`src/rtl/kped_pkg.sv`:
```
// Shared types and constants for the key press event detector.
// No dependencies; used by every module of the block.
`default_nettype none

package kped_pkg;

    localparam int NUM_KEYS_DEF  = 5;
    localparam int COUNT_MAX_DEF = 255;
    localparam int CFG_W         = 8;
    localparam int CFG_IDX_W     = 2;
    localparam int KIND_W        = 2;

    typedef logic [CFG_W-1:0] cfg_word_t;

    localparam cfg_word_t LONG_RESET     = 8'd50;
    localparam cfg_word_t REPEAT_RESET   = 8'd10;
    localparam cfg_word_t DEBOUNCE_RESET = 8'd2;

    typedef enum logic [KIND_W-1:0] {
        EV_DOWN = 2'd0,
        EV_UP   = 2'd1,
        EV_LONG = 2'd2
    } event_kind_t;

    typedef enum logic [CFG_IDX_W-1:0] {
        REG_LONG     = 2'd0,
        REG_REPEAT   = 2'd1,
        REG_DEBOUNCE = 2'd2
    } cfg_index_t;

    typedef struct packed {
        cfg_word_t long_polls;
        cfg_word_t repeat_polls;
        cfg_word_t debounce_polls;
    } cfg_t;

    typedef struct packed {
        logic start;
        logic step;
    } lane_ctrl_t;

    typedef struct packed {
        logic ev_a;
        logic a_long;
        logic ev_down;
    } lane_res_t;

endpackage

`default_nettype wire

```
`src/rtl/kped_lane.sv`:
```
// One key lane: hold counter, release check and bit-serial repeat remainder.
// Depends on kped_pkg.
`default_nettype none

module kped_lane #(
    parameter int COUNT_MAX = kped_pkg::COUNT_MAX_DEF
) (
    input  wire                      clk,
    input  wire                      rst_n,
    input  wire kped_pkg::lane_ctrl_t ctrl,
    input  wire kped_pkg::cfg_t      cfg,
    input  wire                      pressed,
    input  wire                      newly,
    output kped_pkg::lane_res_t      res
);

    localparam int CW = $clog2(COUNT_MAX + 1);
    localparam int DW = (CW > kped_pkg::CFG_W) ? CW : kped_pkg::CFG_W;
    localparam int RW = kped_pkg::CFG_W;

    logic [CW-1:0] count_reg, count_next;
    logic [CW-1:0] dvd_reg, dvd_next;
    logic [RW-1:0] rem_reg, rem_next;
    logic          pressed_reg, pressed_next;
    logic          newly_reg, newly_next;
    logic          eq_reg, eq_next;
    logic          div_en_reg, div_en_next;
    logic          up_reg, up_next;

    logic [CW-1:0] count_inc;
    logic [DW-1:0] c_ext, long_ext, old_ext, deb_ext, diff;
    logic [RW:0]   trial, rep_ext;
    logic [RW-1:0] rem_step;

    always_comb
    begin
        count_inc = (count_reg == CW'(COUNT_MAX)) ? count_reg : count_reg + 1'b1;
        c_ext     = DW'(count_inc);
        long_ext  = DW'(cfg.long_polls);
        old_ext   = DW'(count_reg);
        deb_ext   = DW'(cfg.debounce_polls);
        diff      = c_ext - long_ext;
        trial     = {rem_reg, dvd_reg[CW-1]};
        rep_ext   = {1'b0, cfg.repeat_polls};
        rem_step  = (trial >= rep_ext) ? RW'(trial - rep_ext) : trial[RW-1:0];
    end

    always_comb
    begin
        count_next   = count_reg;
        dvd_next     = dvd_reg;
        rem_next     = rem_reg;
        pressed_next = pressed_reg;
        newly_next   = newly_reg;
        eq_next      = eq_reg;
        div_en_next  = div_en_reg;
        up_next      = up_reg;
        if (ctrl.start)
        begin
            pressed_next = pressed;
            newly_next   = newly;
            rem_next     = '0;
            if (pressed)
            begin
                count_next  = count_inc;
                eq_next     = (c_ext == long_ext);
                div_en_next = (c_ext > long_ext) && (cfg.repeat_polls != '0);
                dvd_next    = diff[CW-1:0];
                up_next     = 1'b0;
            end
            else
            begin
                count_next  = '0;
                eq_next     = 1'b0;
                div_en_next = 1'b0;
                dvd_next    = '0;
                up_next     = (old_ext >= deb_ext);
            end
        end
        else if (ctrl.step)
        begin
            rem_next = rem_step;
            dvd_next = dvd_reg << 1;
        end
    end

    always_ff @(posedge clk or negedge rst_n)
    begin
        if (!rst_n)
        begin
            count_reg   <= '0;
            pressed_reg <= 1'b0;
            newly_reg   <= 1'b0;
            eq_reg      <= 1'b0;
            div_en_reg  <= 1'b0;
            up_reg      <= 1'b0;
        end
        else
        begin
            count_reg   <= count_next;
            pressed_reg <= pressed_next;
            newly_reg   <= newly_next;
            eq_reg      <= eq_next;
            div_en_reg  <= div_en_next;
            up_reg      <= up_next;
        end
    end

    always_ff @(posedge clk)
    begin
        dvd_reg <= dvd_next;
        rem_reg <= rem_next;
    end

    always_comb
    begin
        res.ev_a    = pressed_reg ? (eq_reg || (div_en_reg && (rem_reg == '0))) : up_reg;
        res.a_long  = pressed_reg;
        res.ev_down = newly_reg;
    end

endmodule

`default_nettype wire

```
`src/rtl/kped_merge.sv`:
```
// Merging stage: collects lane events into a pending mask and issues them in key order.
// Depends on kped_pkg.
`default_nettype none

module kped_merge #(
    parameter int NUM_KEYS = kped_pkg::NUM_KEYS_DEF,
    localparam int KIW = (NUM_KEYS > 1) ? $clog2(NUM_KEYS) : 1
) (
    input  wire                          clk,
    input  wire                          rst_n,
    input  wire                          load,
    input  wire kped_pkg::lane_res_t     lane_res [NUM_KEYS],
    output logic                         busy,
    output logic                         out_valid,
    input  wire                          out_ready,
    output logic [KIW-1:0]               key_index,
    output logic [kped_pkg::KIND_W-1:0]  event_kind,
    output logic                         last_event
);

    localparam int NS = 2 * NUM_KEYS;
    localparam int SW = KIW + 1;

    logic [NS-1:0]               mask_reg, mask_next;
    logic [NUM_KEYS-1:0]         long_reg, long_next;
    logic                        out_valid_reg, out_valid_next;
    logic [KIW-1:0]              key_reg, key_next;
    logic [kped_pkg::KIND_W-1:0] kind_reg, kind_next;
    logic                        last_reg, last_next;

    logic [NS-1:0]    pick;
    logic [NS-1:0]    load_mask;
    logic [NUM_KEYS-1:0] load_long;
    logic [SW-1:0]    slot;
    logic [KIW-1:0]   slot_key;
    logic             take;

    always_comb
    begin
        pick = mask_reg & (~mask_reg + 1'b1);
        slot = '0;
        for (int j = 0; j < NS; j++)
        begin
            if (pick[j])
            begin
                slot = slot | SW'(j);
            end
        end
        slot_key = slot[SW-1:1];
        for (int k = 0; k < NUM_KEYS; k++)
        begin
            load_mask[2*k]   = lane_res[k].ev_a;
            load_mask[2*k+1] = lane_res[k].ev_down;
            load_long[k]     = lane_res[k].a_long;
        end
        take = (mask_reg != '0) && (!out_valid_reg || out_ready);
    end

    always_comb
    begin
        mask_next      = mask_reg;
        long_next      = long_reg;
        out_valid_next = out_valid_reg;
        key_next       = key_reg;
        kind_next      = kind_reg;
        last_next      = last_reg;
        if (load)
        begin
            mask_next = load_mask;
            long_next = load_long;
        end
        else if (take)
        begin
            mask_next = mask_reg & ~pick;
        end
        if (take)
        begin
            out_valid_next = 1'b1;
            key_next       = slot_key;
            last_next      = ((mask_reg & ~pick) == '0);
            if (slot[0])
            begin
                kind_next = kped_pkg::EV_DOWN;
            end
            else if (long_reg[slot_key])
            begin
                kind_next = kped_pkg::EV_LONG;
            end
            else
            begin
                kind_next = kped_pkg::EV_UP;
            end
        end
        else if (out_ready)
        begin
            out_valid_next = 1'b0;
        end
    end

    always_ff @(posedge clk or negedge rst_n)
    begin
        if (!rst_n)
        begin
            mask_reg      <= '0;
            out_valid_reg <= 1'b0;
        end
        else
        begin
            mask_reg      <= mask_next;
            out_valid_reg <= out_valid_next;
        end
    end

    always_ff @(posedge clk)
    begin
        long_reg <= long_next;
        key_reg  <= key_next;
        kind_reg <= kind_next;
        last_reg <= last_next;
    end

    assign busy       = |mask_reg;
    assign out_valid  = out_valid_reg;
    assign key_index  = key_reg;
    assign event_kind = kind_reg;
    assign last_event = last_reg;

endmodule

`default_nettype wire

```
`src/rtl/key_press_event_detector.sv`:
```
// A poll is latched into the lanes; ST_DIV then runs the repeat remainder one bit per cycle
// in each lane (CW = bits of the hold counter, 8 at COUNT_MAX 255), and ST_LOAD moves the
// events into the pending mask. They leave the single output port one per cycle while
// out_ready is high; a new poll is taken only in ST_IDLE with the pending mask empty.
// Reset clears hold counters, previous keys and pending events; registers go to 50, 10, 2.
// Depends on kped_pkg, kped_lane and kped_merge.
`default_nettype none

module key_press_event_detector #(
    parameter int NUM_KEYS  = kped_pkg::NUM_KEYS_DEF,
    parameter int COUNT_MAX = kped_pkg::COUNT_MAX_DEF,
    localparam int KIW = (NUM_KEYS > 1) ? $clog2(NUM_KEYS) : 1
) (
    input  wire                             clk,
    input  wire                             rst_n,
    input  wire                             cfg_we,
    input  wire  [kped_pkg::CFG_IDX_W-1:0]  cfg_index,
    input  wire  [kped_pkg::CFG_W-1:0]      cfg_data,
    input  wire                             in_valid,
    output logic                            in_ready,
    input  wire  [NUM_KEYS-1:0]             keys_pressed,
    output logic                            out_valid,
    input  wire                             out_ready,
    output logic [KIW-1:0]                  key_index,
    output logic [kped_pkg::KIND_W-1:0]     event_kind,
    output logic                            last_event
);

    localparam int CW    = $clog2(COUNT_MAX + 1);
    localparam int CNT_W = $clog2(CW + 1);

    typedef enum logic [2:0] {
        ST_IDLE = 3'b001,
        ST_DIV  = 3'b010,
        ST_LOAD = 3'b100
    } state_t;

    state_t                 state_reg, state_next;
    logic [CNT_W-1:0]       step_reg, step_next;
    logic [NUM_KEYS-1:0]    prev_reg, prev_next;
    kped_pkg::cfg_t         cfg_reg, cfg_next;

    logic                   accept;
    logic                   merge_busy;
    logic [NUM_KEYS-1:0]    newly;
    kped_pkg::lane_ctrl_t   lane_ctrl;
    kped_pkg::lane_res_t    lane_res [NUM_KEYS];

    assign in_ready = (state_reg == ST_IDLE) && !merge_busy;
    assign accept   = in_valid && in_ready;
    assign newly    = keys_pressed & ~prev_reg;

    always_comb
    begin
        lane_ctrl.start = accept;
        lane_ctrl.step  = (state_reg == ST_DIV);
    end

    always_comb
    begin
        cfg_next = cfg_reg;
        if (cfg_we)
        begin
            unique case (cfg_index)
                kped_pkg::REG_LONG:     cfg_next.long_polls     = cfg_data;
                kped_pkg::REG_REPEAT:   cfg_next.repeat_polls   = cfg_data;
                kped_pkg::REG_DEBOUNCE: cfg_next.debounce_polls = cfg_data;
                default:                cfg_next = cfg_reg;
            endcase
        end
    end

    always_comb
    begin
        state_next = state_reg;
        step_next  = step_reg;
        prev_next  = accept ? keys_pressed : prev_reg;
        unique case (state_reg)
            ST_IDLE:
            begin
                if (accept)
                begin
                    state_next = ST_DIV;
                    step_next  = '0;
                end
            end
            ST_DIV:
            begin
                step_next = step_reg + 1'b1;
                if (step_reg == CNT_W'(CW - 1))
                begin
                    state_next = ST_LOAD;
                end
            end
            ST_LOAD:
            begin
                state_next = ST_IDLE;
            end
            default:
            begin
                state_next = ST_IDLE;
            end
        endcase
    end

    always_ff @(posedge clk or negedge rst_n)
    begin
        if (!rst_n)
        begin
            state_reg              <= ST_IDLE;
            step_reg               <= '0;
            prev_reg               <= '0;
            cfg_reg.long_polls     <= kped_pkg::LONG_RESET;
            cfg_reg.repeat_polls   <= kped_pkg::REPEAT_RESET;
            cfg_reg.debounce_polls <= kped_pkg::DEBOUNCE_RESET;
        end
        else
        begin
            state_reg <= state_next;
            step_reg  <= step_next;
            prev_reg  <= prev_next;
            cfg_reg   <= cfg_next;
        end
    end

    for (genvar g = 0; g < NUM_KEYS; g++)
    begin : g_lane
        kped_lane #(
            .COUNT_MAX (COUNT_MAX)
        ) u_lane (
            .clk     (clk),
            .rst_n   (rst_n),
            .ctrl    (lane_ctrl),
            .cfg     (cfg_reg),
            .pressed (keys_pressed[g]),
            .newly   (newly[g]),
            .res     (lane_res[g])
        );
    end

    kped_merge #(
        .NUM_KEYS (NUM_KEYS)
    ) u_merge (
        .clk        (clk),
        .rst_n      (rst_n),
        .load       (state_reg == ST_LOAD),
        .lane_res   (lane_res),
        .busy       (merge_busy),
        .out_valid  (out_valid),
        .out_ready  (out_ready),
        .key_index  (key_index),
        .event_kind (event_kind),
        .last_event (last_event)
    );

endmodule

`default_nettype wire

```
`config.mk`:
```
export PLATFORM = sky130hd
export DESIGN_NAME = key_press_event_detector
export DESIGN_NICKNAME = d
export VERILOG_FILES = /design/src/rtl/kped_pkg.sv /design/src/rtl/kped_lane.sv /design/src/rtl/kped_merge.sv /design/src/rtl/key_press_event_detector.sv
export SDC_FILE = /design/constraint.sdc
export NUM_CORES = 1
export LEC_CHECK = 0
export BUFFER_PORTS_ARGS = -buffer_cell sky130_fd_sc_hd__clkbuf_2
export CAP_MARGIN = 20
export CORE_UTILIZATION = 50
export DETAILED_ROUTE_END_ITERATION = 10
export PLACE_DENSITY = 0.68
export SLEW_MARGIN = 20
export SYNTH_ARGS = -nofsm -noshare
export SYNTH_HDL_FRONTEND = slang
export SYNTH_HIERARCHICAL = 1
export SYNTH_SLANG_ARGS = --single-unit
```
`constraint.sdc`:
```
create_clock -name clk -period 3.1 [get_ports clk]
set_input_delay 0.31 -clock clk [delete_from_list [all_inputs] [get_ports clk]]
set_output_delay 0.31 -clock clk [all_outputs]
set_load 0.05 [all_outputs]
```
==> Word level (Yosys, flattened, before mapping) <==
Index checks and enable logic that the tools add are counted.
{ "classes": {"eq_ne": 18, "n_lt_le_gt_ge": 16, "shifts": 0, "add_sub_neg": 17, "reduce_logical": 40, "bitwise": 6, "mul": 0, "muxes": 71, "div_mod_pow": 0} }
{ "ops": {"columns": ["cell", "count"], "rows": [
  ["$mux W8", 30],
  ["$sub A8 B8 Y8", 10],
  ["$ge A9 B8 Y1", 5],
  ["$add A8 B1 Y8 const B", 5],
  ["$eq A8 B8 Y1", 5],
  ["$eq A8 B8 Y1 const B", 5],
  ["$ge A8 B8 Y1", 5],
  ["$gt A8 B8 Y1", 5],
  ["$logic_not A8 Y1", 5],
  ["$mux W1", 24],
  ["$and A10 B10 Y10", 2],
  ["$mux W10", 2],
  ["$not A10 Y10", 2],
  ["$mux W3", 6],
  ["$logic_and A1 B1 Y1", 13],
  ["$mux W4", 3],
  ["$add A10 B1 Y10 const B", 1],
  ["$logic_not A10 Y1", 1],
  ["$reduce_and A2 Y1", 5],
  ["$reduce_bool A10 Y1", 1],
  ["$reduce_or A10 Y1", 1],
  ["$pmux W4 S2", 1],
  ["$reduce_bool A2 Y1", 4],
  ["$reduce_bool A8 Y1", 1],
  ["other kinds (17)", 26]
]} }
{ "totals": {"register_bits": 203, "ramBits": 0, "in_bits": 20, "mem_bits_ro": 0, "latchBits": 0, "output_inout_bits": 8, "memories": 0, "word_cells": 220} }

==> Longest topological paths before layout <==
Gate-level depths: netlist of the first run.
{ "logic_depth": {"word_depth": 15, "ltp_mapped": 12, "mapped_depth_nobuf": 12} }

==> Modules after synthesis <==
The synthesis of the first run kept the hierarchy.
{ "by_module_without_submodules": {"columns": ["mod", "n_inst", "seq_area_each_um2", "cells_each", "area_per_inst_um2"], "rows": [
  ["kped_lane (g_lane[0].u_lane ...)", 4, 725.7, 268, 2348.5],
  ["kped_lane (g_lane[1].u_lane)", 1, 725.7, 268, 2332.2],
  ["key_press_event_detector", 1, 909.6, 103, 1482.7],
  ["kped_merge", 1, 605.6, 108, 1087.3]
]} }

==> Worst setup path after synthesis of the first run <==
OpenSTA, ideal clock, no wires.
{ "synth_timing": {"path_type": "register to register", "from": "register u_merge.mask_reg[5]", "to": "register g_lane[0].u_lane.div_en_reg", "path_buffers": 2, "setup_time_ns": 0.066, "synth_period_minus_slack_ns": 2.904, "t_arrival_ns": 2.838, "t_required_ns": 3.034, "stages_incl_launch_ff": 13, "path_slack_ns": 0.196, "path_cell_list": "dfrtp_1 buf_2 nor4_4 and2_1 nand2_1 or3b_2 nor2_8 buf_2 nand2_1 a211oi_1 nand2_1 a21oi_1 a221o_1"} }
{ "synth_via": {"elab_chain_cells": 4} }
{ "synth_rtl": {"columns": ["element", "line_no", "rtl"], "rows": [
  ["start: declaration", "kped_merge.sv:24", "logic [NS-1:0] mask_reg, mask_next;"],
  ["start signal: assignment", "kped_merge.sv:109", "mask_reg <= mask_next;"],
  ["$reduce_or A10 Y1", "kped_merge.sv:122", "assign busy = |mask_reg;"],
  ["named net merge_busy", "key_press_event_detector.sv:44", "logic merge_busy;"],
  ["$logic_not A1 Y1", "key_press_event_detector.sv:49", "assign in_ready = (state_reg == ST_IDLE) && !merge_busy;"],
  ["$logic_and A1 B1 Y1", "key_press_event_detector.sv:49", null],
  ["$logic_and A1 B1 Y1", "key_press_event_detector.sv:50", "assign accept = in_valid && in_ready;"],
  ["named net accept", "key_press_event_detector.sv:43", "logic accept;"],
  ["end signal: assignment", "kped_lane.sv:104", "div_en_reg <= div_en_next;"],
  ["end: declaration", "kped_lane.sv:27", "logic div_en_reg, div_en_next;"]
]} }
The timed path passes the listed nets, and every way through them passes these cells.
A chain may end at the register's enable or synchronous reset.

==> Final worst setup path of the first run <==
{ "layout_timing": {"from": "register u_merge.mask_reg[4]", "to": "register g_lane[0].u_lane.dvd_reg[5], enable pin"} }
{ "layout_via": {"elab_chain_cells": 5} }
{ "layout_rtl": {"columns": ["element", "line_no", "rtl"], "rows": [
  ["$reduce_or A10 Y1", "kped_merge.sv:122", null],
  ["named net merge_busy", "key_press_event_detector.sv:44", null],
  ["$logic_not A1 Y1", "key_press_event_detector.sv:49", null],
  ["$logic_and A1 B1 Y1", "key_press_event_detector.sv:49", null],
  ["$logic_and A1 B1 Y1", "key_press_event_detector.sv:50", null],
  ["named net accept", "key_press_event_detector.sv:43", null],
  ["$reduce_bool A2 Y1 (no source line)", null, null],
  ["end signal: assignment", "kped_lane.sv:111", "dvd_reg <= dvd_next;"],
  ["end: declaration", "kped_lane.sv:22", "logic [CW-1:0] dvd_reg, dvd_next;"]
]} }
The timed path passes the listed nets, and every way through them passes these cells.

==> impl_metrics.xml, run 1 <==
<?xml version="1.0" encoding="UTF-8"?>
<metrics>
  <group name="timing">
    <metric name="timing.final.hold_violations" unit="">0</metric>
    <metric name="fin_worst_skew" unit="ps">13.9</metric>
    <metric name="finalSetupViolations" unit="">0</metric>
    <metric name="finalCriticalPeriod" unit="ps">2980</metric>
    <metric name="report.final.slew_viol_count" unit="">0</metric>
    <metric name="tightestPinTransition" unit="ps">789</metric>
    <metric name="finalSetupTns" unit="ps">0</metric>
    <metric name="slew_headroom" unit="%">47.3</metric>
    <metric name="timing.fmax" unit="GHz">0.335</metric>
    <metric name="min_period_over_period" unit="%">96.2</metric>
  </group>
  <group name="die">
    <metric name="pin_count" unit="">28</metric>
    <metric name="die_area" unit="um2">29300</metric>
    <metric name="die_y" unit="um">171</metric>
    <metric name="horizontal_die_dimension" unit="um">171</metric>
    <metric name="total_number_of_placement_rows" unit="">61</metric>
    <metric name="start_util" unit="%">51.2</metric>
    <metric name="floorplan.core_area" unit="um2">27900</metric>
  </group>
  <group name="logic_synthesis">
    <metric name="synth_sequential_area_ratio" unit="%">36.0</metric>
    <metric name="synth.net_count" unit="">1707</metric>
    <metric name="async_reset_ff_share" unit="%">55.2</metric>
    <metric name="netlist_instances" unit="">1551</metric>
    <metric name="synth-seq-cells" unit="">203</metric>
    <metric name="synth-warning-count" unit="">6</metric>
    <metric name="synth.cell_area" unit="um2">14300</metric>
    <metric name="syn_avg_cell_area" unit="um2">9.22</metric>
    <metric name="postSynth.topFlopCell" unit="">sky130_fd_sc_hd__dfrtp_1</metric>
    <metric name="synth_edf_count" unit="">51</metric>
    <metric name="yosys.cell_types.count" unit="">70</metric>
  </group>
  <group name="drt">
    <metric name="route.final.wire_length" unit="um">36600</metric>
    <metric name="first_pass_iters" unit="">6</metric>
    <metric name="detail_route.drc_violations" unit="">0</metric>
    <metric name="vias" unit="">11961</metric>
    <metric name="drt_wl_cell" unit="um">18.2</metric>
    <metric name="drt-initial-drc-count" unit="">826</metric>
    <metric name="post_drt_via_cell_ratio" unit="">5.96</metric>
    <metric name="route.antenna.remaining_nets" unit="">0</metric>
  </group>
  <group name="layout">
    <metric name="design_area" unit="um2">15800</metric>
    <metric name="final_net_count" unit="">1767</metric>
    <metric name="final_cell_mix" unit="">sky130_fd_sc_hd__inv_1, sky130_fd_sc_hd__ha_1, sky130_fd_sc_hd__nand2_1, sky130_fd_sc_hd__o21ai_0, sky130_fd_sc_hd__dfrtp_1</metric>
    <metric name="drive_above_1_share" unit="%">12.4</metric>
    <metric name="area_delta_synth_final" unit="%">10.7</metric>
    <metric name="final_common_cell" unit="">sky130_fd_sc_hd__inv_1</metric>
  </group>
  <group name="power">
    <metric name="leakagePower" unit="uW">0.00706</metric>
    <metric name="pwr_density_cell" unit="nW/um2">864</metric>
    <metric name="post-layout-total-power" unit="uW">13700</metric>
    <metric name="ir_drop_worst_vdd" unit="uV">600</metric>
  </group>
  <group name="place">
    <metric name="place_hpwl" unit="um">26400</metric>
    <metric name="number_of_port_buffers" unit="">27</metric>
    <metric name="placed_cell_area" unit="um2">15100</metric>
    <metric name="globalplace.congestion" unit="">0.898</metric>
  </group>
  <group name="clocking">
    <metric name="cts_tree" unit="">yes</metric>
    <metric name="cts_max_path_buffers" unit="">3</metric>
    <metric name="cts.reportedPaths.clkPinSlew" unit="ps">60</metric>
    <metric name="cts_post_setup_buffers_inserted" unit="">0</metric>
    <metric name="cts_root_buffer" unit="">sky130_fd_sc_hd__clkbuf_16</metric>
    <metric name="cts_max_level" unit="">1</metric>
    <metric name="cts_sinks" unit="">203</metric>
    <metric name="cts_bufs_inserted" unit="">23</metric>
    <metric name="insertion_delay" unit="ps">530</metric>
  </group>
  <group name="setup_path">
    <metric name="worstPathMaxFanout" unit="">25</metric>
    <metric name="worstSetupEndpointType" unit="">flip-flop</metric>
    <metric name="crit_path_start_kind" unit="">flip-flop</metric>
    <metric name="timing.critical_path.required" unit="ps">3330</metric>
    <metric name="timing_worst_setup_path_type" unit="">reg2reg</metric>
    <metric name="r2r_cells" unit="">10</metric>
    <metric name="arrival" unit="ps">3210</metric>
  </group>
  <group name="grt">
    <metric name="initial_antenna_violation_count" unit="">1</metric>
    <metric name="globalRoute.totalOverflow" unit="">0</metric>
    <metric name="grt_pass1_vias" unit="">11239</metric>
    <metric name="globalRouteTotalUtil" unit="%">25.6</metric>
    <metric name="grt_start_max_net_pins" unit="">78</metric>
    <metric name="grt_first_pass_wirelength" unit="um">58900</metric>
  </group>
  <group name="job">
    <metric name="max_cap_viol_count" unit="">0</metric>
  </group>
  <group name="min_path">
    <metric name="worstHoldPathCells" unit="">2</metric>
    <metric name="worst_hold_path_type" unit="">in2reg</metric>
  </group>
  <group name="run_status">
    <metric name="status" unit="">completed</metric>
  </group>
</metrics>
[final cells by class]
type | count | area (um2)
Timing Repair Buffer | 76 | 533
Clock inverter | 11 | 82.6
Tap cell | 378 | 473
Inverter | 180 | 676
Multi-Input combinational cell | 1127 | 8280
Fill cell | 2577 | 12100
Sequential cell | 203 | 5160
Clock buffer | 31 | 616
Antenna cell | 1 | 2.50
[metrics by stage]
stage	util [%]	std cells	hold slack, ps	setup WS [ps]
2_1_floorplan	-	1551	14.4	196
3_3_place_gp	53.9	1963	312	168
3_5_place_dp	53.9	1963	314	17.0
4_1_cts	56.4	2006	43.2	8.81
5_1_grt	56.6	2006	46.5	-18.7
6_report	56.6	2007	52.2	117
[metal layers]
layer | up-vias | share of wire, % | GRT usage [%]
li1 | 5797 | - | -
met1 | 5795 | 46 | 34.9
met2 | 298 | 46 | 41.4
met3 | 71 | 5.2 | 3.77
met4 | 0 | 2.8 | 8.15
met5 | - | 0 | 0
[report_power, final]
part / internal [uW] / leakage [uW] / switching, uW / total (uW)
clock: 1470 / 0.000334 / 1110 / 2580
sequential: 3680 / 0.00224 / 856 / 4540
combinational: 2880 / 0.00449 / 3670 / 6550
[what timing repair did]
| item | 4_1_cts | 5_1_grt |
|---|---|---|
| hold buffers | 1 | 0 |
| endpoints found under the setup margin | 0 | 15 |
| endpoints found under the hold margin | 35 | 0 |
| resized for setup | 0 | 29 |
[synthesized netlist by cell type (22+ instances only)]
library cell / n / area, um2
sky130_fd_sc_hd__inv_1: 180 / 676
sky130_fd_sc_hd__ha_1: 126 / 1580
sky130_fd_sc_hd__nand2_1: 110 / 413
sky130_fd_sc_hd__dfrtp_1: 105 / 2630
sky130_fd_sc_hd__o21ai_0: 96 / 480
sky130_fd_sc_hd__nor2_1: 82 / 308
sky130_fd_sc_hd__a21oi_1: 75 / 375
sky130_fd_sc_hd__edfxtp_1: 51 / 1530
sky130_fd_sc_hd__nor2b_1: 51 / 319
sky130_fd_sc_hd__nand3_1: 41 / 205
sky130_fd_sc_hd__dfxtp_1: 40 / 801
sky130_fd_sc_hd__xnor2_1: 40 / 350
sky130_fd_sc_hd__a21o_1: 34 / 255
sky130_fd_sc_hd__a22o_1: 34 / 298
sky130_fd_sc_hd__mux2_2: 34 / 383
sky130_fd_sc_hd__nand4_1: 29 / 181
sky130_fd_sc_hd__o21a_1: 27 / 203
sky130_fd_sc_hd__nand2b_1: 26 / 163
sky130_fd_sc_hd__mux2i_1: 23 / 230
sky130_fd_sc_hd__a31oi_1: 22 / 138
sky130_fd_sc_hd__nor3_1: 22 / 110
[kinds of logic (layout without fill, tap and decap cells)]
| logic type | Yosys count | in the layout | share of synthesized area, % |
|---|---|---|---|
| buffers and inverters | 221 | 298 | 6.40 |
| adders and majority gates | 137 | 137 | 12.5 |
| muxes | 57 | 57 | 4.29 |
| other | 0 | 1 | 0 |
| xor gates and xnor gates | 50 | 50 | 3.06 |
| AOI/OAI and AO/OA | 440 | 440 | 20.9 |
| and+or+nand+nor | 443 | 443 | 16.8 |
| DFF | 203 | 203 | 36.0 |
[critical path, cell delays in order (launching register included)]
cell and delay (ps):
sky130_fd_sc_hd__dfrtp_1 470, sky130_fd_sc_hd__nor4_4 280, sky130_fd_sc_hd__and2_1 240, sky130_fd_sc_hd__nand2_1 80, sky130_fd_sc_hd__or3b_2 530, sky130_fd_sc_hd__nor2_8 200, sky130_fd_sc_hd__buf_12 220, sky130_fd_sc_hd__buf_4 160
sky130_fd_sc_hd__nor2_1 130, sky130_fd_sc_hd__inv_2 150, sky130_fd_sc_hd__buf_4 190
[final timing paths]
check | slack [ps] | from | endpoint
max reg2reg | 120 | u_merge/mask_reg[4] | g_lane[0].u_lane/dvd_reg[5]
min | 50 | cfg_data[0] | cfg_reg[16]
max | 120 | u_merge/mask_reg[4] | g_lane[0].u_lane/dvd_reg[5]
max in group asynchronous | 1950 | rst_n | g_lane[2].u_lane/count_reg[0]
min reg2reg | 460 | state_reg[2] | state_reg[1]
min in group asynchronous | 300 | rst_n | state_reg[1]
Power figures use the tool's default switching activity.
==> inputs of run 2 (changes only) <==
Settings changed: ABC_AREA set to 1.
==> run 2 against run 1 <==
  * First-iteration DRC count decreased by 5.1%
  * Sequential power rose by 13%
  * Via count up 11%
  * Design area is 4.9% higher
  * Critical path type unchanged
  * Critical endpoint is now g_lane[4].u_lane/dvd_reg[4]
==> impl_metrics.xml, run 2 <==
<?xml version="1.0" encoding="UTF-8"?>
<metrics>
  <group name="logic_synthesis">
    <metric name="postSynth.topFlopCell" unit="">sky130_fd_sc_hd__dfrtp_1</metric>
    <metric name="synth_edf_count" unit="">51</metric>
    <metric name="yosysTopAreaCell" unit="">sky130_fd_sc_hd__dfrtp_1</metric>
    <metric name="synth-warning-count" unit="">6</metric>
    <metric name="yosys.cell_types.count" unit="">46</metric>
    <metric name="async_reset_ff_share" unit="%">55.2</metric>
    <metric name="synth.most_common_cell" unit="">sky130_fd_sc_hd__nand2_1</metric>
    <metric name="synth_compound_area_share" unit="%">10.4</metric>
    <metric name="synth.cell_area" unit="um2">15300</metric>
    <metric name="synth_sequential_area_ratio" unit="%">33.7</metric>
    <metric name="synth_fa_ha_area_share" unit="%">11.6</metric>
    <metric name="dominant_combinational_cell_family_by_area_after_synthesis" unit="">simple AND/OR/NAND/NOR gates</metric>
    <metric name="yosys-top-cells-count" unit="">sky130_fd_sc_hd__nand2_1, sky130_fd_sc_hd__inv_1, sky130_fd_sc_hd__nand3_1, sky130_fd_sc_hd__nor2_1, sky130_fd_sc_hd__ha_1</metric>
    <metric name="yosys.area_share.xor_xnor" unit="%">1.72</metric>
    <metric name="netlist_instances" unit="">2092</metric>
    <metric name="synth_mux_area_share" unit="%">0</metric>
    <metric name="synth.net_count" unit="">2248</metric>
    <metric name="post_synth_main_area_contributors" unit="">sky130_fd_sc_hd__dfrtp_1, sky130_fd_sc_hd__nand2_1, sky130_fd_sc_hd__ha_1</metric>
    <metric name="synth-seq-cells" unit="">203</metric>
    <metric name="syn_avg_cell_area" unit="um2">7.30</metric>
    <metric name="post_synth_and_or_nand_nor_area_fraction" unit="%">32.1</metric>
    <metric name="area_share_of_the_largest_cell_type_after_synthesis" unit="%">17.2</metric>
  </group>
  <group name="layout">
    <metric name="antenna-diode-count" unit="">0</metric>
    <metric name="area_delta_synth_final" unit="%">8.64</metric>
    <metric name="final_common_cell" unit="">sky130_fd_sc_hd__nand2_1</metric>
    <metric name="final_core_util" unit="%">55.5</metric>
    <metric name="ff_latch_area" unit="um2">5140</metric>
    <metric name="multiInputGateArea" unit="um2">8540</metric>
    <metric name="final_cell_mix" unit="">sky130_fd_sc_hd__nand2_1, sky130_fd_sc_hd__inv_1, sky130_fd_sc_hd__nand3_1, sky130_fd_sc_hd__nor2_1, sky130_fd_sc_hd__ha_1</metric>
    <metric name="drive_above_1_share" unit="%">12.2</metric>
    <metric name="filler_cell_count" unit="">2856</metric>
    <metric name="final_cells" unit="">2534</metric>
    <metric name="final_net_count" unit="">2280</metric>
  </group>
  <group name="grt">
    <metric name="initial_antenna_violation_count" unit="">1</metric>
    <metric name="grt_first_pass_wirelength" unit="um">63300</metric>
    <metric name="grt.met3_usage" unit="%">3.11</metric>
    <metric name="grt_start_max_net_pins" unit="">100</metric>
    <metric name="use_met2" unit="%">42.3</metric>
    <metric name="layer_carrying_the_most_global_route_usage" unit="">met2</metric>
    <metric name="grt_pass1_vias" unit="">12733</metric>
    <metric name="globalRoute.totalOverflow" unit="">0</metric>
    <metric name="globalRouteMet1Util" unit="%">33.1</metric>
    <metric name="globalRouteTotalUtil" unit="%">25.3</metric>
  </group>
  <group name="power">
    <metric name="leakagePower" unit="uW">0.00889</metric>
    <metric name="clock_power_share" unit="%">14.4</metric>
    <metric name="net-switching-power" unit="uW">10100</metric>
    <metric name="pwr-share-seq" unit="%">25.9</metric>
    <metric name="internal-power" unit="uW">9800</metric>
    <metric name="switching_share" unit="%">50.6</metric>
    <metric name="comb_power_share" unit="%">59.7</metric>
    <metric name="ir_drop_worst_vdd" unit="uV">518</metric>
    <metric name="pwr_density_cell" unit="nW/um2">1200</metric>
  </group>
  <group name="clocking">
    <metric name="insertion_delay" unit="ps">540</metric>
    <metric name="post_cts_resize_count" unit="">0</metric>
    <metric name="cts_tree" unit="">yes</metric>
    <metric name="cts_max_level" unit="">1</metric>
    <metric name="cts_sinks" unit="">203</metric>
    <metric name="cts.reportedPaths.clkPinSlew" unit="ps">60</metric>
    <metric name="cts_root_buffer" unit="">sky130_fd_sc_hd__clkbuf_16</metric>
    <metric name="cts_max_path_buffers" unit="">3</metric>
    <metric name="cts_bufs_inserted" unit="">26</metric>
  </group>
  <group name="run_status">
    <metric name="status" unit="">completed</metric>
  </group>
  <group name="drt">
    <metric name="vias" unit="">13241</metric>
    <metric name="route.antenna.remaining_nets" unit="">0</metric>
    <metric name="drt-initial-drc-count" unit="">784</metric>
    <metric name="detail_route.drc_violations" unit="">0</metric>
    <metric name="first_pass_iters" unit="">5</metric>
    <metric name="route.final.wire_length" unit="um">38300</metric>
    <metric name="post_drt_via_cell_ratio" unit="">5.23</metric>
    <metric name="drt_wl_cell" unit="um">15.1</metric>
  </group>
  <group name="setup_path">
    <metric name="critPathSlowestCell" unit="">sky130_fd_sc_hd__dfrtp_1</metric>
    <metric name="worstPathMaxFanout" unit="">6</metric>
    <metric name="rrSetupSlack" unit="ps">340</metric>
    <metric name="arrival" unit="ps">3030</metric>
    <metric name="cp_cell_sequence" unit="">ha_1 -&gt; nand2_1 -&gt; nor2_2 -&gt; nand2_2 -&gt; nor2_4 -&gt; inv_2 -&gt; nand2_2 -&gt; nand2_2 -&gt; ha_1 -&gt; fa_1 -&gt; o21ai_0 -&gt; a21oi_1 -&gt; o21ai_0 -&gt; nand2_1</metric>
    <metric name="crit-reg2reg-capture" unit="">g_lane[4].u_lane/dvd_reg[4]</metric>
    <metric name="crit_top_cell" unit="">sky130_fd_sc_hd__nand2_2</metric>
    <metric name="worstSetupEndpointType" unit="">flip-flop</metric>
    <metric name="r2r_cells" unit="">14</metric>
    <metric name="critical_path_buf_inv_count" unit="">1</metric>
    <metric name="rr_startpoint" unit="">g_lane[4].u_lane/count_reg[0]</metric>
    <metric name="timing.critical_path.required" unit="ps">3370</metric>
    <metric name="crit_path_start_kind" unit="">flip-flop</metric>
    <metric name="cp_top_family" unit="">adder cells</metric>
    <metric name="cp_slowest_stage_delay" unit="ps">410</metric>
    <metric name="timing_worst_setup_path_type" unit="">reg2reg</metric>
  </group>
  <group name="timing">
    <metric name="finalCriticalPeriod" unit="ps">2760</metric>
    <metric name="tightestPinTransition" unit="ps">744</metric>
    <metric name="worst_slack" unit="ps">344</metric>
    <metric name="finalSetupTns" unit="ps">0</metric>
    <metric name="timing.fmax" unit="GHz">0.363</metric>
    <metric name="report.final.slew_viol_count" unit="">0</metric>
    <metric name="fin_worst_skew" unit="ps">21.0</metric>
    <metric name="slew_headroom" unit="%">50.2</metric>
    <metric name="timing.final.hold_violations" unit="">0</metric>
    <metric name="finalSetupViolations" unit="">0</metric>
    <metric name="unrepaired_setup_endpoints_after_global_routing" unit="">no</metric>
    <metric name="min_period_over_period" unit="%">88.9</metric>
  </group>
  <group name="die">
    <metric name="total_number_of_placement_rows" unit="">63</metric>
    <metric name="start_util" unit="%">51.1</metric>
    <metric name="die_area" unit="um2">31200</metric>
    <metric name="floorplan.core_area" unit="um2">29900</metric>
    <metric name="pin_count" unit="">28</metric>
    <metric name="horizontal_die_dimension" unit="um">177</metric>
    <metric name="die_y" unit="um">177</metric>
  </group>
  <group name="job">
    <metric name="max_cap_viol_count" unit="">0</metric>
  </group>
  <group name="min_path">
    <metric name="worstHoldPathCells" unit="">3</metric>
    <metric name="min_from" unit="">cfg_data[1]</metric>
    <metric name="worst_hold_path_type" unit="">in2reg</metric>
    <metric name="min_delay_worst_endpoint" unit="">cfg_reg[1]</metric>
  </group>
  <group name="place">
    <metric name="place_hpwl" unit="um">28900</metric>
    <metric name="number_of_port_buffers" unit="">27</metric>
    <metric name="place_inst" unit="">2485</metric>
    <metric name="pre_cts_slack" unit="ps">361</metric>
    <metric name="globalplace.congestion" unit="">0.920</metric>
  </group>
</metrics>
run 2: metal layers:
layer	wire length (um)	share of wire, %	vias to the layer above
met5	13	0.034	-
li1	-	-	6779
met3	1660	4.3	85
met2	17600	46	267
met4	1580	4.1	2
met1	17400	45	6108
run 2: cells by family (layout without fill, tap and decap cells):
logic type                 after synthesis  after routing
adders and majority gates              136            136
DFF                                    203            203
and+or+nand+nor                       1061           1061
xor gates and xnor gates                30             30
buffers and inverters                  392            444
AOI/OAI and AO/OA                      270            270
run 2: worst max path at each step:
stage                                  start                           to  slack (ps)  cells past startpoint
2_1_floorplan  g_lane[0].u_lane/count_reg[0]  g_lane[0].u_lane/dvd_reg[4]         600                     14
6_report       g_lane[4].u_lane/count_reg[0]  g_lane[4].u_lane/dvd_reg[4]         340                     14
3_5_place_dp   g_lane[2].u_lane/count_reg[0]  g_lane[2].u_lane/dvd_reg[4]         360                     14
3_3_place_gp   g_lane[2].u_lane/count_reg[0]  g_lane[2].u_lane/dvd_reg[4]         430                     14
4_1_cts        g_lane[2].u_lane/count_reg[0]  g_lane[2].u_lane/dvd_reg[4]         360                     14
5_1_grt        g_lane[4].u_lane/count_reg[0]  g_lane[4].u_lane/dvd_reg[4]         130                     14
run 2: final cells by class:
type	count	share of cell area, %
sequential	203	31.0
tap	390	2.94
clock inverter	19	0.739
multi-input combinational	1497	51.5
inverter	358	8.17
timing repair buffer	38	1.57
clock buffer	29	4.12
run 2: what timing repair did:
action | in CTS | in global routing
endpoints found under the hold margin | 13 | 0
hold buffers | 1 | 0
buffers inserted | 0 | 0
run 2: tightest hold or removal path, delay by kind of cell:
kind	cells	cell delay (ps)
buffers and inverters	2	190
AOI/OAI and AO/OA	1	90
run 2: power groups by stage:
| stage | Sequential (uW) | Combinational, uW | Clock (uW) |
|---|---|---|---|
| after detailed placement | 5180 | 11800 | 0 |
| after floorplan | 4940 | 9320 | 0 |
| after global placement | 5150 | 11600 | 0 |
| after CTS | 5140 | 11800 | 2910 |
| after global routing | 5270 | 13500 | 3010 |
| final | 5150 | 11900 | 2860 |
run 2: stage by stage:
step	hold WS, ps	power, uW	instance area, um2
3_3_place_gp	189	16700	15800
2_1_floorplan	14.4	14300	15300
4_1_cts	49.5	19900	16600
3_5_place_dp	190	16900	15800
5_1_grt	65.5	21800	16600
6_report	62.7	19900	16600
==> inputs of run 3 (changes only) <==
Settings changed: ABC_AREA 1 to not set, BUFFER_PORTS_ARGS -buffer_cell sky130_fd_sc_hd__clkbuf_2 to not set, DONT_BUFFER_PORTS set to 1.
==> run 3 against run 2 <==
  * Critical path type unchanged
  * Die area shrank 6.3%
  * Final cell count shrank 21%
  * Worst setup slack lost 190 ps
  * Combinational power shrank 45%
  * Critical path depth shrank 3
  * Highest routed layer is now met4
  * Hold slack lost 6.5 ps
  * Design area shrank 4.2%
==> impl_metrics.xml, run 3 (synthesis results as in run 1) <==
<?xml version="1.0" encoding="UTF-8"?>
<metrics>
  <group name="drt">
    <metric name="drt_wl_cell" unit="um">18.9</metric>
    <metric name="vias" unit="">11888</metric>
    <metric name="first_pass_iters" unit="">5</metric>
    <metric name="route.antenna.remaining_nets" unit="">0</metric>
    <metric name="detail_route.drc_violations" unit="">0</metric>
    <metric name="route.final.wire_length" unit="um">37700</metric>
    <metric name="post_drt_via_cell_ratio" unit="">5.96</metric>
    <metric name="drt-initial-drc-count" unit="">832</metric>
  </group>
  <group name="layout">
    <metric name="final_cell_mix" unit="">sky130_fd_sc_hd__inv_1, sky130_fd_sc_hd__ha_1, sky130_fd_sc_hd__nand2_1, sky130_fd_sc_hd__o21ai_0, sky130_fd_sc_hd__dfrtp_1</metric>
    <metric name="final_net_count" unit="">1755</metric>
    <metric name="final_common_cell" unit="">sky130_fd_sc_hd__inv_1</metric>
    <metric name="drive_above_1_share" unit="%">11.3</metric>
    <metric name="filler_cell_count" unit="">2498</metric>
    <metric name="antenna-diode-count" unit="">0</metric>
    <metric name="design_area" unit="um2">15900</metric>
    <metric name="area_delta_synth_final" unit="%">11.2</metric>
  </group>
  <group name="timing">
    <metric name="timing.final.hold_violations" unit="">0</metric>
    <metric name="fin_worst_skew" unit="ps">8.62</metric>
    <metric name="finalSetupTns" unit="ps">0</metric>
    <metric name="finalSetupViolations" unit="">0</metric>
    <metric name="report.final.slew_viol_count" unit="">0</metric>
    <metric name="min_period_over_period" unit="%">94.9</metric>
    <metric name="finalCriticalPeriod" unit="ps">2940</metric>
    <metric name="slew_headroom" unit="%">46.2</metric>
    <metric name="timing.fmax" unit="GHz">0.340</metric>
    <metric name="tightestPinTransition" unit="ps">807</metric>
    <metric name="finalHoldWorstSlack" unit="ps">56.2</metric>
    <metric name="unrepaired_setup_endpoints_after_global_routing" unit="">no</metric>
  </group>
  <group name="setup_path">
    <metric name="arrival" unit="ps">3240</metric>
    <metric name="rrSetupSlack" unit="ps">160</metric>
    <metric name="rr_startpoint" unit="">g_lane[1].u_lane/count_reg[4]</metric>
    <metric name="timing.critical_path.required" unit="ps">3400</metric>
    <metric name="crit-reg2reg-capture" unit="">g_lane[1].u_lane/dvd_reg[6]</metric>
    <metric name="timing_worst_setup_path_type" unit="">reg2reg</metric>
    <metric name="worstSetupEndpointType" unit="">flip-flop</metric>
    <metric name="crit_path_start_kind" unit="">flip-flop</metric>
    <metric name="r2r_cells" unit="">11</metric>
    <metric name="worstPathMaxFanout" unit="">7</metric>
    <metric name="critPathSlowestCell" unit="">sky130_fd_sc_hd__dfrtp_2</metric>
    <metric name="cp_slowest_stage_delay" unit="ps">440</metric>
    <metric name="cp_cell_sequence" unit="">and4_2 -&gt; nand4_4 -&gt; xnor2_1 -&gt; ha_1 -&gt; fa_1 -&gt; nor2b_1 -&gt; o21ai_0 -&gt; a21oi_2 -&gt; o21a_1 -&gt; nor3_1 -&gt; o41ai_1</metric>
  </group>
  <group name="min_path">
    <metric name="worstHoldPathCells" unit="">3</metric>
    <metric name="worst_hold_path_type" unit="">in2reg</metric>
    <metric name="min_delay_worst_endpoint" unit="">g_lane[2].u_lane/count_reg[4]</metric>
    <metric name="min_from" unit="">keys_pressed[2]</metric>
  </group>
  <group name="clocking">
    <metric name="cts_root_buffer" unit="">sky130_fd_sc_hd__clkbuf_16</metric>
    <metric name="cts.reportedPaths.clkPinSlew" unit="ps">60</metric>
    <metric name="cts_post_setup_buffers_inserted" unit="">0</metric>
    <metric name="cts_bufs_inserted" unit="">23</metric>
    <metric name="cts_tree" unit="">yes</metric>
    <metric name="cts_sinks" unit="">203</metric>
    <metric name="cts_max_path_buffers" unit="">3</metric>
    <metric name="insertion_delay" unit="ps">510</metric>
    <metric name="cts_max_level" unit="">1</metric>
  </group>
  <group name="place">
    <metric name="placed_cell_area" unit="um2">14900</metric>
    <metric name="number_of_port_buffers" unit="">0</metric>
    <metric name="place_hpwl" unit="um">26500</metric>
    <metric name="globalplace.congestion" unit="">0.880</metric>
  </group>
  <group name="power">
    <metric name="pwr_density_cell" unit="nW/um2">867</metric>
    <metric name="ir_drop_worst_vdd" unit="uV">541</metric>
    <metric name="leakagePower" unit="uW">0.00704</metric>
  </group>
  <group name="grt">
    <metric name="globalRoute.totalOverflow" unit="">0</metric>
    <metric name="grt_first_pass_wirelength" unit="um">60200</metric>
    <metric name="grt_start_max_net_pins" unit="">113</metric>
    <metric name="globalRouteTotalUtil" unit="%">26.2</metric>
    <metric name="grt_pass1_vias" unit="">11434</metric>
    <metric name="initial_antenna_violation_count" unit="">0</metric>
  </group>
  <group name="die">
    <metric name="die_area" unit="um2">29300</metric>
    <metric name="horizontal_die_dimension" unit="um">171</metric>
    <metric name="floorplan.core_area" unit="um2">27900</metric>
    <metric name="pin_count" unit="">28</metric>
    <metric name="die_y" unit="um">171</metric>
    <metric name="start_util" unit="%">51.2</metric>
    <metric name="total_number_of_placement_rows" unit="">61</metric>
  </group>
  <group name="job">
    <metric name="max_cap_viol_count" unit="">0</metric>
  </group>
  <group name="run_status">
    <metric name="status" unit="">completed</metric>
  </group>
</metrics>
-- run 3: cell count changes in the layout (fill, tap and decap cells not counted), sizes merged, moves of 34 or more --
cell / delta
nand2: -561
inv: -177
nand3: -118
nor2: -91
nor2b: +51
buf: +38
xnor2: +37
mux2: +34
-- run 3: what timing repair did --
action,in CTS,in global routing
setup endpoints to repair,0,6
resized for setup,0,33
hold buffers,16,0
hold endpoints to repair,157,0
-- run 3: per-layer routing --
layer | up-vias | routed length (um) | global-route usage [%]
met1 | 5748 | 17400 | 36.4
met5 | - | 0 | 0
met4 | 0 | 897 | 7.10
li1 | 5770 | - | -
met3 | 55 | 2110 | 3.61
met2 | 315 | 17300 | 42.6
-- run 3: worst max-delay path by stage --
stage / slack, ps / start / end / cells past startpoint
after CTS: 20 / g_lane[1].u_lane/count_reg[0] / g_lane[1].u_lane/dvd_reg[6] / 11
after global placement: 100 / g_lane[3].u_lane/count_reg[1] / g_lane[3].u_lane/dvd_reg[6] / 12
after detailed placement: 70 / g_lane[1].u_lane/count_reg[0] / g_lane[1].u_lane/dvd_reg[6] / 11
after floorplan: 200 / u_merge/mask_reg[5] / g_lane[0].u_lane/div_en_reg / 12
after global routing: 1 / g_lane[2].u_lane/count_reg[0] / g_lane[2].u_lane/dvd_reg[6] / 12
final: 160 / g_lane[1].u_lane/count_reg[4] / g_lane[1].u_lane/dvd_reg[6] / 11
-- run 3: where the power goes --
part,leakage [uW],internal [uW],switching [uW]
Sequential,0.00223,3680,920
Combinational,0.00445,2910,3660
Clock,0.000351,1490,1110
-- run 3: worst max-delay path, delay by kind of cell, from the launching register on --
family	cells	cell delay, ps
AOI/OAI and AO/OA	4	840
xor gates and xnor gates	1	170
DFF	1	440
adders and majority gates	2	590
and+or+nand+nor	4	680
-- run 3: metrics by stage --
stage               util, %  cells  setup WS (ps)  power [uW]
finish                 56.9   1994            157       13800
global route           56.9   1994           1.26       14800
CTS                    56.6   1994           17.7       13700
detailed placement     53.4   1936           66.9       11000
global placement       53.4   1936            104       10800
floorplan                 -   1551            196        9260
-- run 3: layout make-up --
| class | instances | area, um2 | share of cell area [%] |
|---|---|---|---|
| Multi-Input combinational cell | 1127 | 8320 | 52.3 |
| Sequential cell | 203 | 5160 | 32.5 |
| Inverter | 180 | 676 | 4.25 |
| Clock buffer | 34 | 668 | 4.20 |
| Timing Repair Buffer | 64 | 551 | 3.46 |
| Tap cell | 378 | 473 | 2.98 |
| Clock inverter | 8 | 45.0 | 0.283 |
